File: src/design/dtse_pkg.sv
// shared types, codes and calendar helpers for the date/time set editor
package dtse_pkg;

    localparam int unsigned YEAR_W   = 12;
    localparam int unsigned MONTH_W  = 4;
    localparam int unsigned DAY_W    = 5;
    localparam int unsigned LDAY_W   = 7;
    localparam int unsigned HOUR_W   = 5;
    localparam int unsigned MINUTE_W = 6;
    localparam int unsigned FOCUS_W  = 3;
    localparam int unsigned CMD_W    = 3;

    localparam logic [YEAR_W-1:0] YEAR_LOW_RST  = 12'd2020;
    localparam logic [YEAR_W-1:0] YEAR_HIGH_RST = 12'd2040;

    localparam logic [HOUR_W-1:0]   HOUR_LOAD  = 5'd9;
    localparam logic [HOUR_W-1:0]   HOUR_MAX   = 5'd23;
    localparam logic [MINUTE_W-1:0] MINUTE_MAX = 6'd55;
    localparam logic [MINUTE_W-1:0] MINUTE_STEP = 6'd5;

    // configuration register indexes
    localparam logic REG_YEAR_LOW  = 1'b0;
    localparam logic REG_YEAR_HIGH = 1'b1;

    typedef enum logic [CMD_W-1:0] {
        CMD_UP     = 3'd0,
        CMD_DOWN   = 3'd1,
        CMD_SELECT = 3'd2,
        CMD_BACK   = 3'd3,
        CMD_LOAD   = 3'd4
    } t_cmd;

    localparam logic [FOCUS_W-1:0] FOCUS_MONTH  = 3'd0;
    localparam logic [FOCUS_W-1:0] FOCUS_DAY    = 3'd1;
    localparam logic [FOCUS_W-1:0] FOCUS_YEAR   = 3'd2;
    localparam logic [FOCUS_W-1:0] FOCUS_HOUR   = 3'd3;
    localparam logic [FOCUS_W-1:0] FOCUS_MINUTE = 3'd4;

    localparam logic [DAY_W-1:0] MONTH_LEN [12] = '{
        5'd31, 5'd28, 5'd31, 5'd30, 5'd31, 5'd30,
        5'd31, 5'd31, 5'd30, 5'd31, 5'd30, 5'd31
    };

    typedef struct packed {
        logic [CMD_W-1:0]   command;
        logic [YEAR_W-1:0]  load_year;
        logic [MONTH_W-1:0] load_month;
        logic [LDAY_W-1:0]  load_day;
    } t_in_item;

    typedef struct packed {
        logic [MONTH_W-1:0]  month;
        logic [DAY_W-1:0]    day;
        logic [YEAR_W-1:0]   year;
        logic [HOUR_W-1:0]   hour;
        logic [MINUTE_W-1:0] minute;
        logic [FOCUS_W-1:0]  focus;
        logic                commit;
        logic                cancel;
    } t_out_item;

    typedef struct packed {
        logic [MONTH_W-1:0]  month;
        logic [DAY_W-1:0]    day;
        logic [YEAR_W-1:0]   year;
        logic [HOUR_W-1:0]   hour;
        logic [MINUTE_W-1:0] minute;
        logic [FOCUS_W-1:0]  focus;
    } t_edit_state;

    // gregorian rule; multiple of 25 found by reciprocal multiply (2^17/25)
    function automatic logic f_leap(input logic [YEAR_W-1:0] y);
        logic [24:0]       prod;
        logic [7:0]        q;
        logic [YEAR_W-1:0] q25;
        logic              div25;
        prod  = {13'd0, y} * 25'd5243;
        q     = prod[24:17];
        q25   = ({4'd0, q} << 4) + ({4'd0, q} << 3) + {4'd0, q};
        div25 = (q25 == y);
        return ((y[1:0] == 2'd0) && !div25) || (y[3:0] == 4'd0);
    endfunction

    function automatic logic [DAY_W-1:0] f_month_days(input logic [MONTH_W-1:0] m,
                                                      input logic leap);
        logic [DAY_W-1:0] len;
        if (m < 4'd1 || m > 4'd12) begin
            len = 5'd31;
        end else if (m == 4'd2 && leap) begin
            len = 5'd29;
        end else begin
            len = MONTH_LEN[m - 4'd1];
        end
        return len;
    endfunction

endpackage

File: src/design/date_time_set_editor_core.sv
// top level of the date/time set editor: handshakes, state and registers
//
// Input channel: i_in_valid / o_in_stall with one command per transfer in
// i_in_data (up, down, select, back, load date). Output channel:
// o_out_valid / i_out_stall; every command yields exactly one result holding
// the date, time and focus after the command plus commit and cancel flags.
// Configuration: i_cfg_we with i_cfg_index (0 lowest year, 1 highest year)
// and i_cfg_data; write only while no command is in flight.
// An accepted command waits in the input register while the update logic
// works on it; the result is then registered in the output register, which
// a stalled result ahead of it can hold off.
// Throughput: one command per cycle unless stalled; edit state is rewritten in
// the same cycle a result is registered, so the next command sees it at once.
// Reset (synchronous, active low) sets 1/1/2020 09:00, focus on the month,
// year range 2020..2040, and empties both registers.
// A stalled result holds; the input register still takes one more command,
// after which o_in_stall rises until the output drains.
module date_time_set_editor_core
    import dtse_pkg::*;
(
    input  logic                i_clk,
    input  logic                i_rst_n,
    input  logic                i_in_valid,
    output logic                o_in_stall,
    input  t_in_item            i_in_data,
    output logic                o_out_valid,
    input  logic                i_out_stall,
    output t_out_item           o_out_data,
    input  logic                i_cfg_we,
    input  logic                i_cfg_index,
    input  logic [YEAR_W-1:0]   i_cfg_data
);

    logic              r_in_valid;
    t_in_item          r_in;
    logic              r_out_valid;
    t_out_item         r_out;
    t_edit_state       r_state;
    logic [YEAR_W-1:0] r_year_low;
    logic [YEAR_W-1:0] r_year_high;

    logic              n_in_valid;
    logic              n_out_valid;
    t_out_item         n_out;
    t_edit_state       n_state;
    logic              adv;
    logic              take;
    logic              upd_commit;
    logic              upd_cancel;

    dtse_update u_update (
        .i_state     (r_state),
        .i_item      (r_in),
        .i_year_low  (r_year_low),
        .i_year_high (r_year_high),
        .o_state     (n_state),
        .o_commit    (upd_commit),
        .o_cancel    (upd_cancel)
    );

    assign adv        = r_in_valid && (!r_out_valid || !i_out_stall);
    assign take       = i_in_valid && !o_in_stall;
    assign o_in_stall = r_in_valid && !adv;

    always_comb begin
        n_in_valid  = take ? 1'b1 : (adv ? 1'b0 : r_in_valid);
        n_out_valid = adv ? 1'b1 : (r_out_valid && i_out_stall);
        n_out = '{month:  n_state.month,  day:    n_state.day,
                  year:   n_state.year,   hour:   n_state.hour,
                  minute: n_state.minute, focus:  n_state.focus,
                  commit: upd_commit,     cancel: upd_cancel};
    end

    always_ff @(posedge i_clk) begin
        if (!i_rst_n) begin
            r_in_valid  <= 1'b0;
            r_out_valid <= 1'b0;
            r_state     <= '{month: 4'd1, day: 5'd1, year: YEAR_LOW_RST,
                             hour: HOUR_LOAD, minute: 6'd0, focus: FOCUS_MONTH};
            r_year_low  <= YEAR_LOW_RST;
            r_year_high <= YEAR_HIGH_RST;
        end else begin
            r_in_valid  <= n_in_valid;
            r_out_valid <= n_out_valid;
            if (adv) begin
                r_state <= n_state;
            end
            if (i_cfg_we) begin
                case (i_cfg_index)
                    REG_YEAR_LOW:  r_year_low  <= i_cfg_data;
                    REG_YEAR_HIGH: r_year_high <= i_cfg_data;
                    default: begin
                    end
                endcase
            end
        end
    end

    // payload registers
    always_ff @(posedge i_clk) begin
        if (take) begin
            r_in <= i_in_data;
        end
        if (adv) begin
            r_out <= n_out;
        end
    end

    assign o_out_valid = r_out_valid;
    assign o_out_data  = r_out;

    a_focus_range: assert property (@(posedge i_clk) disable iff (!i_rst_n)
        r_state.focus <= FOCUS_MINUTE)
        else $error("focus left the field range");

    a_day_range: assert property (@(posedge i_clk) disable iff (!i_rst_n)
        r_state.day != 5'd0 && r_state.day <= 5'd31)
        else $error("day out of range");

    a_time_range: assert property (@(posedge i_clk) disable iff (!i_rst_n)
        r_state.hour <= HOUR_MAX && r_state.minute <= MINUTE_MAX)
        else $error("time out of range");

    a_flags_excl: assert property (@(posedge i_clk) disable iff (!i_rst_n)
        o_out_valid |-> !(o_out_data.commit && o_out_data.cancel))
        else $error("commit and cancel together");

    a_state_hold: assert property (@(posedge i_clk) disable iff (!i_rst_n)
        (r_out_valid && i_out_stall) |=> $stable(r_state))
        else $error("state changed while result stalled");

endmodule

File: src/design/dtse_update.sv
// next-state logic of the editor for one command
module dtse_update
    import dtse_pkg::*;
(
    input  t_edit_state         i_state,
    input  t_in_item            i_item,
    input  logic [YEAR_W-1:0]   i_year_low,
    input  logic [YEAR_W-1:0]   i_year_high,
    output t_edit_state         o_state,
    output logic                o_commit,
    output logic                o_cancel
);

    logic [YEAR_W-1:0]   hi;
    logic                leap_cur;
    logic [DAY_W-1:0]    dim_cur;
    logic [YEAR_W-1:0]   y_cand;
    logic [MONTH_W-1:0]  m_cand;
    logic [LDAY_W-1:0]   d_pre;
    logic                fit;
    logic                leap_nxt;
    logic [DAY_W-1:0]    dim_nxt;
    logic [DAY_W-1:0]    d_max;
    logic                dn;
    logic signed [13:0]  yv;
    logic [YEAR_W-1:0]   y_clamp;
    logic [YEAR_W-1:0]   ly_clamp;
    logic [6:0]          min_sum;
    t_edit_state         base;

    assign hi       = (i_year_high < i_year_low) ? i_year_low : i_year_high;
    assign leap_cur = f_leap(i_state.year);
    assign dim_cur  = f_month_days(i_state.month, leap_cur);
    assign dn       = (i_item.command == CMD_DOWN);

    // stored year and load year clamped into range, for commit and load
    always_comb begin
        y_clamp = i_state.year;
        if (y_clamp < i_year_low) y_clamp = i_year_low;
        if (y_clamp > hi) y_clamp = hi;
        ly_clamp = i_item.load_year;
        if (ly_clamp < i_year_low) ly_clamp = i_year_low;
        if (ly_clamp > hi) ly_clamp = hi;
    end

    always_comb begin
        yv      = dn ? ($signed({2'b00, i_state.year}) - 14'sd1)
                     : ($signed({2'b00, i_state.year}) + 14'sd1);
        min_sum = {1'b0, i_state.minute} + {1'b0, MINUTE_STEP};
    end

    always_comb begin
        base     = i_state;
        o_commit = 1'b0;
        o_cancel = 1'b0;
        y_cand   = i_state.year;
        m_cand   = i_state.month;
        d_pre    = {2'b00, i_state.day};
        fit      = 1'b0;
        case (t_cmd'(i_item.command))
            CMD_UP, CMD_DOWN: begin
                case (i_state.focus)
                    FOCUS_MONTH: begin
                        if (dn) begin
                            m_cand = (i_state.month <= 4'd1) ? 4'd12 : i_state.month - 4'd1;
                        end else begin
                            m_cand = (i_state.month >= 4'd12) ? 4'd1 : i_state.month + 4'd1;
                        end
                        fit = 1'b1;
                    end
                    FOCUS_DAY: begin
                        if (dn) begin
                            base.day = (i_state.day <= 5'd1) ? dim_cur
                                                             : i_state.day - 5'd1;
                        end else begin
                            base.day = ({1'b0, i_state.day} + 6'd1 > {1'b0, dim_cur})
                                     ? 5'd1 : i_state.day + 5'd1;
                        end
                    end
                    FOCUS_YEAR: begin
                        if (yv > $signed({2'b00, hi})) begin
                            y_cand = i_year_low;
                        end else if (yv < $signed({2'b00, i_year_low})) begin
                            y_cand = hi;
                        end else begin
                            y_cand = yv[YEAR_W-1:0];
                        end
                        fit = 1'b1;
                    end
                    FOCUS_HOUR: begin
                        if (dn) begin
                            base.hour = (i_state.hour == 5'd0) ? HOUR_MAX
                                                               : i_state.hour - 5'd1;
                        end else begin
                            base.hour = (i_state.hour >= HOUR_MAX) ? 5'd0
                                                                   : i_state.hour + 5'd1;
                        end
                    end
                    default: begin
                        if (dn) begin
                            base.minute = (i_state.minute < MINUTE_STEP) ? MINUTE_MAX
                                        : i_state.minute - MINUTE_STEP;
                        end else begin
                            base.minute = (min_sum > {1'b0, MINUTE_MAX}) ? 6'd0
                                        : min_sum[MINUTE_W-1:0];
                        end
                    end
                endcase
            end
            CMD_SELECT: begin
                if (i_state.focus < FOCUS_MINUTE) begin
                    base.focus = i_state.focus + 3'd1;
                end else begin
                    o_commit = 1'b1;
                    y_cand   = y_clamp;
                    fit      = 1'b1;
                end
            end
            CMD_BACK: begin
                if (i_state.focus > FOCUS_MONTH) begin
                    base.focus = i_state.focus - 3'd1;
                end else begin
                    o_cancel = 1'b1;
                end
            end
            CMD_LOAD: begin
                y_cand = ly_clamp;
                if (i_item.load_month < 4'd1) begin
                    m_cand = 4'd1;
                end else if (i_item.load_month > 4'd12) begin
                    m_cand = 4'd12;
                end else begin
                    m_cand = i_item.load_month;
                end
                d_pre       = i_item.load_day;
                fit         = 1'b1;
                base.hour   = HOUR_LOAD;
                base.minute = '0;
                base.focus  = FOCUS_MONTH;
            end
            default: begin
            end
        endcase
    end

    always_comb begin
        o_state       = base;
        o_state.year  = y_cand;
        o_state.month = m_cand;
        if (fit) begin
            if (d_pre > {2'b00, d_max}) begin
                o_state.day = d_max;
            end else if (d_pre < 7'd1) begin
                o_state.day = 5'd1;
            end else begin
                o_state.day = d_pre[DAY_W-1:0];
            end
        end
    end

    assign leap_nxt = f_leap(y_cand);
    assign dim_nxt  = f_month_days(m_cand, leap_nxt);
    // commit clamps against the old and the new month length in turn
    assign d_max    = (o_commit && dim_cur < dim_nxt) ? dim_cur : dim_nxt;

endmodule
File: config.mk
export PLATFORM = sky130hd
export DESIGN_NAME = date_time_set_editor_core
export DESIGN_NICKNAME = d
export VERILOG_FILES = /design/src/design/dtse_pkg.sv /design/src/design/date_time_set_editor_core.sv /design/src/design/dtse_update.sv
export SDC_FILE = /design/constraint.sdc
export NUM_CORES = 1
export LEC_CHECK = 0
export BUFFER_PORTS_ARGS = -buffer_cell sky130_fd_sc_hd__buf_4
export CORE_MARGIN = 3
export CORE_UTILIZATION = 30
export CTS_BUF_LIST = sky130_fd_sc_hd__clkbuf_4
export DETAILED_ROUTE_END_ITERATION = 16
export PLACE_DENSITY = 0.54
export SLEW_MARGIN = 20
export SYNTH_ARGS = -nofsm -noshare
export SYNTH_HDL_FRONTEND = slang
export SYNTH_SLANG_ARGS = --single-unit
export TNS_END_PERCENT = 10
File: constraint.sdc
create_clock -name i_clk -period 23.5 [get_ports i_clk]
set_input_delay 4.7 -clock i_clk [delete_from_list [all_inputs] [get_ports i_clk]]
set_output_delay 4.7 -clock i_clk [all_outputs]
set_load 0.02 [all_outputs]
# Yosys cells after proc, flatten, opt, wreduce, memory -nomap -nowiden
# Memories as Yosys holds them, arrays and structs flattened.
# Index checks and enable logic that the tools add are counted.
# word_totals
ff_bits	124
mem_count	2
elab_cells	174
mem_bits_ro	160
# mem_list
memory	words	width	read_ports	rd_ports_with_merged_regs	write_ports	line	text
(name not given)	16	5	1	0	0	dtse_pkg.sv:92	len = MONTH_LEN[m - 4'd1];
(name not given)	16	5	1	0	0	dtse_pkg.sv:92	
# op_classes
multipliers	2
n_lt_le_gt_ge	27
eq_ne	11
n_bitwise	3
n_mux	56
addsub	18
n_reduce_logical	33
# op_table
cell	count
two-way mux 12 bit	9
two-way mux 5 bit	21
multiplier 12 x 13 -> 25 bit, second input constant	2
< comparator 12 bit	3
one-hot mux 12 bit (3 select lines)	1
adder 12 x 11 -> 12 bit	2
adder 12 x 8 -> 12 bit	2
equality test 12 bit	2
greater-than comparator 12 bit	2
two-way mux 4 bit	6
two-way mux 6 bit	4
one-hot mux 11 bit (2 select lines)	1
>= comparator 5 bit, second input constant	3
greater-than comparator 14 x 13 -> 1 bit	1
< comparator 14 x 13 -> 1 bit	1
two-way mux 14 bit	1
adder 12 x 1 -> 13 bit, second input constant	1
subtractor 12 x 1 -> 13 bit, second input constant	1
equality test 3 x 2 -> 1 bit, second input constant	4
greater-than comparator 4 bit, second input constant	3
< comparator 4 x 1 -> 1 bit, second input constant	3
adder 5 x 1 -> 5 bit, second input constant	2
inverter 4 -> 5 bit	2
subtractor 5 x 1 -> 5 bit, second input constant	2
other kinds (39)	71

# Longest topological paths before layout
# Gate-level depths: netlist of the first run.
# depth
depth_word	23
mapped_depth	72
mapped_depth_nobuf	70

# Hierarchy
# Synthesis of the first run repeated with hierarchy kept, for this count alone.
# unflattened
hier_cells	2016
hier_area_um2	17476.8
# modules_own_cells
module	area_each_um2	cells_per_inst	seq_area_each_um2	n_inst
dtse_update	13316.5	1684	0.0	1
date_time_set_editor_core	4160.2	332	3113.0	1

# Worst setup path after synthesis of the first run
# Ideal clock, no wire load.
# synth_timing
kind	register to register
start	register r_state[24] in the netlist's numbering
end	register r_out, in the netlist o_out_data[28] (data pin)
arrival_time_ns	13.276
n_path_buf	3
stages_incl_launch_ff	65
setup_slack_ns	10.088
setup_ns	0.136
path_cell_list	dfxtp_1 -> ha_1 -> nand4_1 -> or3_1 -> o32a_1 -> nand2_1 -> clkbuf_1 -> clkbuf_1 -> nand2_1 -> o21ai_0 -> ha_1 -> and4_1 -> a21oi_1 -> nand2_1 -> a31oi_1 -> o311ai_1 -> a31o_2 -> clkbuf_1 -> [29 not listed] -> inv_1 -> o21bai_1 -> a21o_1 -> a21oi_1 -> xnor2_1 -> xnor2_1 -> a211o_1 -> a22oi_1 -> o21ai_0 -> nor3_1 -> and4b_1 -> a211oi_1 -> ha_1 -> a21oi_1 -> a21boi_0 -> nor4_1 -> o31ai_2 -> nand3_1
# synth_lines
item	line	text
start: declaration	date_time_set_editor_core.sv:38	t_edit_state r_state;
start signal: assignment	date_time_set_editor_core.sv:78	r_state <= '{month: 4'd1, day: 5'd1, year: YEAR_LOW_RST,
start signal: assignment	date_time_set_editor_core.sv:86	r_state <= n_state;
end signal: assignment	date_time_set_editor_core.sv:105	r_out <= n_out;
end: declaration	date_time_set_editor_core.sv:37	t_out_item r_out;

==> results of run 1 <==
## layout by cell type, fill, tap and decap left out, drive strengths merged, types with 10 or more instances in the layout
cell / netlist / final
ha: 287 / 287
inv: 264 / 273
nand2: 190 / 190
a21oi: 116 / 116
nor2: 115 / 115
buf: 14 / 106
o21ai: 103 / 103
fa: 98 / 98
edfxtp: 63 / 63
dfxtp: 61 / 61
nand3: 61 / 61
xnor2: 54 / 54
o211ai: 51 / 51
nor3: 35 / 35
a21o: 32 / 32
a21boi: 21 / 21
a211oi: 21 / 21
xor2: 20 / 20
and3: 19 / 19
a31oi: 19 / 19
clkbuf: 64 / 17
nor3b: 16 / 16
nor2b: 15 / 15
mux2i: 14 / 14
and2: 13 / 13
o21bai: 11 / 11
o21a: 10 / 10
## through the flow
| stage | hold slack [ps] | area [um2] | cells | setup slack, ps |
|---|---|---|---|---|
| after CTS | 478.1 | 18400 | 2758 | 8384 |
| after global routing | 523.7 | 18400 | 2759 | 7090 |
| final | 474.6 | 18410 | 2760 | 8178 |
| after floorplan | 443.5 | 16710 | 1959 | 10090 |
| after global placement | 461.7 | 18120 | 2726 | 8658 |
| after detailed placement | 461.0 | 18120 | 2726 | 8453 |
## critical path: cells and delay by family, from the launching register on
| family | cells | cell delay, ps |
|---|---|---|
| AOI/OAI and AO/OA | 30 | 5600 |
| buffers and inverters | 7 | 740 |
| xor gates and xnor gates | 3 | 640 |
| adders and majority gates | 11 | 4650 |
| DFF | 1 | 430 |
| and+or+nand+nor | 13 | 3120 |
## Yosys cell counts, drive strengths merged, types with 20 or more instances
cell type	count	share of area (%)
a21oi	116	3.5
nor3	35	1.1
dfxtp	61	7.3
ha	287	21
o21ai	103	3.2
nand3	61	1.9
xor2	20	1.0
clkbuf	64	1.4
nor2	115	2.6
a21boi	21	0.94
nand2	190	4.3
xnor2	54	2.9
a211oi	21	1.0
edfxtp	63	11
inv	264	5.9
a21o	32	1.4
fa	98	12
o211ai	51	2.4
## flip-flops by register name (all words and copies together) (netlist names)
name and count:
o_out_data 37, o_out_valid 1, r_in 26, r_in_valid 1, r_state 35, r_year_high 12
r_year_low 12
## routing by layer
layer | share of wire, % | track usage (%) | vias to the layer above
li1 | - | - | 7002
met1 | 45 | 24.41 | 7142
met2 | 46 | 30.55 | 499
met3 | 5.6 | 2.811 | 108
met4 | 3.7 | 7.390 | 0
met5 | 0 | 0 | -
## final timing paths
path                                             startpoint                         end  slack, ps  cells after the start
worst max-delay path            r_year_low[11]$_SDFFE_PN0P_    o_out_data[28]$_DFFE_PP_       8180                     64
worst min-delay path             r_year_low[3]$_SDFFE_PN0P_  r_year_low[3]$_SDFFE_PN0P_        470                      2
worst max register to register  r_year_low[11]$_SDFFE_PN0P_    o_out_data[28]$_DFFE_PP_       8180                     64
worst min register to register   r_year_low[3]$_SDFFE_PN0P_  r_year_low[3]$_SDFFE_PN0P_        470                      2
## cells by family after synthesis
family | count (synthesis) | synth area share (%)
adder cells (fa/ha/maj) | 388 | 33.41
XOR/XNOR | 76 | 4.192
AO/OA/AOI/OAI | 487 | 19.83
multiplexers | 18 | 1.183
buffers and inverters | 344 | 7.883
AND/OR/NAND/NOR | 522 | 14.87
flip-flops | 124 | 18.63
## final cells by class
cell class	count	area, um2	share of cell area, %
multi-input combinational	1491	12290	66.76
sequential	124	3113	16.91
inverter	266	998.5	5.425
tap	739	924.6	5.023
timing repair buffer	106	795.8	4.323
clock inverter	15	153.9	0.8361
clock buffer	17	127.6	0.6934
antenna	2	5.005	0.02719
==> impl_metrics.py, run 1 <==
metrics = {
    "floorplanning": {
        "dieArea_um2": 58580,
        "core_area_um2": 54450,
        "die_y_um": 242.0,
        "ioPinCount": 83,
        "num_rows": 85,
        "start_util_pct": 30.69,
        "die_x_um": 242.0,
    },
    "run_status": {
        "outcome": "finished, final reports clean",
    },
    "cells_and_area": {
        "area_growth_pct": 10.13,
        "fillers": 5768,
        "drive_gt1_share_pct": 9.163,
        "fin_nets": 2435,
        "post-route-util_pct": 33.80,
    },
    "synthesis": {
        "synthDistinctLibCells": 104,
        "yosys_register_bits": 124,
        "synthFlopType": "edfxtp_1",
        "ys.warnings.count": 0,
        "netlist_area_um2": 16710,
        "async_flop_share_pct": 0,
        "synth_edf_count": 63,
        "syn-num-nets": 2388,
        "synth_cells": 1959,
        "ys_seq_area_share_pct": 18.63,
        "synth_area_per_cell_um2": 8.532,
    },
    "setup_path": {
        "critical-path-max-stage-delay_ps": 580,
        "worstSetupPathType": "register to register",
        "crit_arrival_ps": 15820,
        "cp-end-kind": "register",
        "critPathMaxFanout": 20,
        "startpoint_type": "register",
        "worstPathRequired_ps": 24000,
        "worst_path_max_delay_cell": "a2111oi_2",
    },
    "timing": {
        "timing.final.crit_share_pct": 65.20,
        "rsz0062_at_grt": "false",
        "max_freq_mhz": 65.27,
        "period_needed_ps": 15320,
        "slew_violations": 0,
        "slew_headroom_pct": 32.90,
        "tightest_slew_ps": 1007,
        "fin_skew_ps": 36.08,
        "hold_viol": 0,
        "setup_viol": 0,
        "setup_tns_ps": 0,
    },
    "route": {
        "wl_per_cell_um": 19.93,
        "drt_pass1_iterations": 5,
        "drc": 0,
        "drt-total-wl_um": 55010,
        "vias": 14750,
        "via_per_inst": 5.345,
        "drt_iter0_markers": 1132,
        "antenna_left": 0,
    },
    "cts": {
        "clock-sinks": 124,
        "h-tree-depth": 4,
        "clock-root-buffer": "clkbuf_4",
        "worstSkewPairLatency_ps": 630,
        "post_cts_buffers": 0,
        "cts.clk_slew.worst_paths_ps": 140,
        "cts_made_buffers": 17,
        "cts_tree": "done",
        "clock_path_buffers": 2,
        "hold_buffers": 0,
        "cts_resized": 0,
    },
    "grt": {
        "track_usage_pct": 18.56,
        "grt_pass1_wl_um": 85320,
        "overflow": 0,
        "grt_max_degree": 63,
        "antenna_found_initial": 1,
        "grt_pass1_vias": 14550,
    },
    "placed_design": {
        "dpl.hpwl_um": 43290,
        "routabilityCongestion": 0.9627,
        "io_buffers": 82,
    },
    "worst_hold_path": {
        "hold_path.class": "register to register",
    },
    "run": {
        "drv_cap": 0,
    },
}
Power of run 1 is left out: the tool's default activity adds up to more than one toggle a clock period on the data nets, which glitch-free logic cannot reach.
==> run 2, diff against run 1 <==
Settings changed: PLACE_DENSITY 0.54 to 0.55.
Clock period 23.5 ns to 12.3 ns, I/O delays scaled along.
==> impl_metrics.py, run 2 (synthesis gave the netlist of run 1 again) <==
metrics = {
    "setup_path": {
        "cp-end-kind": "register",
        "worstSetupPathType": "register to register",
        "critPathMaxFanout": 14,
        "cpMostUsedCell": "inv_1",
        "startpoint_type": "register",
        "crit_arrival_ps": 13550,
        "r2r_slack_ps": -690,
        "worstPathRequired_ps": 12870,
        "critical-path-max-stage-delay_ps": 590,
        "ff2ff_path_depth": 68,
        "worst_path_max_delay_cell": "fa_1",
    },
    "timing": {
        "setup_tns_ps": -2645,
        "setup_ws_ps": -686.2,
        "rsz0062_at_grt": "true",
        "timing.final.crit_share_pct": 105.6,
        "max_freq_mhz": 77.01,
        "setup_viol": 4,
        "slew_headroom_pct": 42.97,
        "period_needed_ps": 12990,
        "fin_skew_ps": 31.00,
        "hold_viol": 0,
        "slew_violations": 0,
        "tightest_slew_ps": 855.4,
    },
    "floorplanning": {
        "die_y_um": 242.0,
        "ioPinCount": 83,
        "die_x_um": 242.0,
        "core_area_um2": 54450,
        "dieArea_um2": 58580,
        "num_rows": 85,
        "start_util_pct": 30.69,
    },
    "cts": {
        "clock_path_buffers": 2,
        "worstSkewPairLatency_ps": 640,
        "clock-sinks": 124,
        "h-tree-depth": 4,
        "cts_tree": "done",
        "cts.clk_slew.worst_paths_ps": 150,
        "clock-root-buffer": "clkbuf_4",
        "cts_made_buffers": 17,
        "hold_buffers": 0,
    },
    "cells_and_area": {
        "multi_input_area_um2": 12790,
        "final_cell_area_um2": 21740,
        "drive_gt1_share_pct": 27.01,
        "fillers": 5631,
        "final_cell_mix": "465 x buf_4, 271 x ha_1, 250 x inv_1, 187 x nand2_1, 110 x nor2_1",
        "fin_nets": 2804,
        "largest_reg_flops": 37,
        "area_growth_pct": 30.08,
        "mostFrequentLayoutCell": "buf_4",
        "seqCellArea_um2": 3131,
        "post-route-util_pct": 39.93,
    },
    "route": {
        "drc": 0,
        "wl_per_cell_um": 19.30,
        "drt_pass1_iterations": 5,
        "via_per_inst": 5.146,
        "drt_iter0_markers": 1164,
        "drt-total-wl_um": 60400,
        "antenna_left": 0,
        "vias": 16100,
    },
    "grt": {
        "grt_max_degree": 63,
        "grt_pass1_wl_um": 93460,
        "grt_pass1_vias": 16200,
        "antenna_found_initial": 2,
        "track_usage_pct": 20.47,
        "overflow": 0,
    },
    "placed_design": {
        "dpl.hpwl_um": 49410,
        "dpl_cell_area_um2": 20850,
        "io_buffers": 82,
        "routabilityCongestion": 1.007,
        "pre_cts_ws_ps": -913.1,
    },
    "run_status": {
        "violations": "setup timing",
        "outcome": "complete, but fails checks",
    },
    "worst_hold_path": {
        "hold_path.class": "register to register",
        "worstHoldPathCells": 2,
    },
    "run": {
        "drv_cap": 0,
    },
}
==> run 2: cell count changes in the layout (fill, tap and decap cells not counted), moves of 14 or more <==
cell | before | now
buf_4 | 106 | 465
dfxtp_1 | 61 | 47
dfxtp_2 | 0 | 14
ha_1 | 287 | 271
ha_4 | 0 | 15
inv_1 | 264 | 250
o21ai_0 | 97 | 80
==> run 2: area by class of cell <==
cell class / instances / share of cell area (%)
sequential: 124 / 14.40
multi-input combinational: 1492 / 58.81
inverter: 266 / 4.616
clock buffer: 17 / 0.5870
antenna: 2 / 0.02302
timing repair buffer: 474 / 16.68
tap: 739 / 4.253
clock inverter: 15 / 0.6273
==> run 2: worst max-delay path, delay by kind of cell (launching register included) <==
kind | cells | cell delay [ps]
AO/OA/AOI/OAI | 24 | 3920
XOR/XNOR | 2 | 240
flip-flops | 1 | 360
AND/OR/NAND/NOR | 18 | 3470
buffers and inverters | 12 | 880
adder cells (fa/ha/maj) | 12 | 4090
==> run 2: routing by layer <==
metal  global-route usage (%)  share of wire (%)  vias up
met5                        0                  0        -
met4                    6.542                3.0        0
met3                    2.612                5.5       89
met2                    34.48                 47      476
met1                    27.20                 45     7804
li1                         -                  -     7734
==> run 2: final timing paths <==
check / endpoint / startpoint
hold reg to reg: r_year_low[3]$_SDFFE_PN0P_ / r_year_low[3]$_SDFFE_PN0P_
hold / removal: r_year_low[3]$_SDFFE_PN0P_ / r_year_low[3]$_SDFFE_PN0P_
setup / recovery: r_state[27]$_SDFFE_PN0P_ / r_year_low[9]$_SDFFE_PN1P_
setup reg to reg: r_state[27]$_SDFFE_PN0P_ / r_year_low[9]$_SDFFE_PN1P_
==> run 2: through the flow <==
stage | hold slack [ps] | std cells
floorplan | 443.5 | 1959
global placement | 455.2 | 3066
detailed placement | 478.0 | 3066
CTS | 488.6 | 3122
global route | 523.3 | 3129
finish | 485.3 | 3129
==> run 2: timing repair <==
action,CTS,global route
gates cloned,1,0
pin swaps,36,25
buffers inserted,23,5
resized for setup,63,24
endpoints found under the setup margin,4,4
Power of run 2 is left out for the same reason.
==> run 3, diff against run 2 <==
Settings changed: PLACE_DENSITY 0.55 to not set, PLACE_DENSITY_LB_ADDON set to 0.12.
==> impl_metrics.py, run 3 (synthesis gave the netlist of run 1 again) <==
metrics = {
    "floorplanning": {
        "die_y_um": 242.0,
        "dieArea_um2": 58580,
        "core_area_um2": 54450,
        "ioPinCount": 83,
        "num_rows": 85,
        "start_util_pct": 30.69,
        "die_x_um": 242.0,
    },
    "cts": {
        "cts.clk_slew.worst_paths_ps": 150,
        "clock-sinks": 124,
        "hold_buffers": 0,
        "worstSkewPairLatency_ps": 760,
        "cts_tree": "done",
        "cts_made_buffers": 17,
        "h-tree-depth": 4,
        "clock-root-buffer": "clkbuf_4",
        "clock_path_buffers": 2,
    },
    "grt": {
        "grt_pass1_wl_um": 96590,
        "antenna_found_initial": 4,
        "track_usage_pct": 21.67,
        "overflow": 0,
        "grt_max_degree": 57,
        "grt_pass1_vias": 15790,
    },
    "worst_hold_path": {
        "hold_path.class": "register to register",
    },
    "placed_design": {
        "dpl.hpwl_um": 51900,
        "io_buffers": 82,
        "routabilityCongestion": 0.9811,
    },
    "setup_path": {
        "critical-path-max-stage-delay_ps": 540,
        "crit_arrival_ps": 13580,
        "cp-end-kind": "register",
        "r2r_slack_ps": -760,
        "worst_path_max_delay_cell": "fa_1",
        "startpoint_type": "register",
        "cpMostUsedCell": "inv_1",
        "critPathMaxFanout": 11,
        "worstPathRequired_ps": 12820,
        "worstSetupPathType": "register to register",
    },
    "timing": {
        "period_needed_ps": 13060,
        "rsz0062_at_grt": "true",
        "slew_headroom_pct": 40.25,
        "hold_viol": 0,
        "timing.final.crit_share_pct": 106.2,
        "tightest_slew_ps": 892.2,
        "fin_skew_ps": 36.03,
        "setup_viol": 4,
        "slew_violations": 0,
        "max_freq_mhz": 76.58,
        "setup_ws_ps": -758.1,
        "holdWs_ps": 476.6,
    },
    "run_status": {
        "violations": "setup timing",
        "outcome": "complete, but fails checks",
    },
    "route": {
        "drc": 0,
        "drt-total-wl_um": 63150,
        "antenna_left": 0,
        "vias": 15750,
        "highest_layer": "met5",
        "wl_met3_um": 2732,
        "wl_met2_um": 28750,
        "wl_per_cell_um": 20.31,
        "via_per_inst": 5.065,
        "wl_met1_um": 30420,
        "drt_pass1_iterations": 5,
        "drt_iter0_markers": 952,
    },
    "cells_and_area": {
        "largest_reg_flops": 37,
        "fin_nets": 2783,
        "fillers": 5635,
        "final_cell_mix": "451 x buf_4, 280 x ha_1, 251 x inv_1, 189 x nand2_1, 109 x nor2_1",
        "area_growth_pct": 27.82,
        "mostFrequentLayoutCell": "buf_4",
        "post-route-util_pct": 39.23,
        "drive_gt1_share_pct": 25.18,
    },
    "run": {
        "drv_cap": 0,
    },
}
-- run 3: cell types whose count changed in the layout (fill, tap and decap cells not counted), sizes merged --
cell,delta
bufinv,+1
nand2,+1
o21ai,-1
diode,+2
clkinvlp,-2
inv,+1
buf,-21
-- run 3: final cells by class --
| cell class | count | area [um2] | area share [%] |
|---|---|---|---|
| inverters | 266 | 1001 | 4.685 |
| flip-flops and latches | 124 | 3123 | 14.62 |
| well taps | 739 | 924.6 | 4.328 |
| clock inverters | 15 | 177.7 | 0.8317 |
| multi-input cells | 1492 | 12570 | 58.86 |
| repair buffers | 453 | 3426 | 16.04 |
| clock buffers | 17 | 127.6 | 0.5974 |
| diodes | 4 | 10.01 | 0.04685 |
-- run 3: per-layer routing --
layer / vias up / track usage, %
met3: 61 / 3.055
li1: 7709 / -
met2: 351 / 35.01
met1: 7630 / 30.24
met5: - / 0
met4: 2 / 5.888
-- run 3: path summary, 6_finish.rpt --
kind	startpoint	endpoint	cells after the start
max	r_year_low[5]$_SDFFE_PN1P_	o_out_data[29]$_DFFE_PP_	69
min	r_year_low[3]$_SDFFE_PN0P_	r_year_low[3]$_SDFFE_PN0P_	2
max reg2reg	r_year_low[5]$_SDFFE_PN1P_	o_out_data[29]$_DFFE_PP_	69
min reg2reg	r_year_low[3]$_SDFFE_PN0P_	r_year_low[3]$_SDFFE_PN0P_	2
-- run 3: worst max-delay path: cells and delay by family, from the launching register on --
family | cells | cell delay (ps)
and+or+nand+nor | 14 | 2690
DFF | 1 | 360
buffers and inverters | 16 | 1470
xor gates and xnor gates | 2 | 220
adders and majority gates | 12 | 4080
AOI/OAI and AO/OA | 25 | 3990
-- run 3: timing repair --
action | in CTS | in global routing
gates resized for setup | 22 | 17
buffers inserted | 4 | 7
endpoints found under the setup margin | 4 | 4
endpoints found under the hold margin | 0 | 0
pin swaps | 8 | 12
gates cloned | 0 | 1
-- run 3: per-stage QoR --
step / TNS (ps) / cells / setup WS, ps / area (um2)
global placement: -3879 / 3062 / -1014 / 20790
CTS: -2696 / 3098 / -708.2 / 21230
detailed placement: -4187 / 3062 / -1079 / 20790
floorplan: -437.1 / 1959 / -154.5 / 16890
global route: -5733 / 3109 / -1480 / 21360
finish: -2833 / 3110 / -758.1 / 21360
Power of run 3 is left out for the same reason.
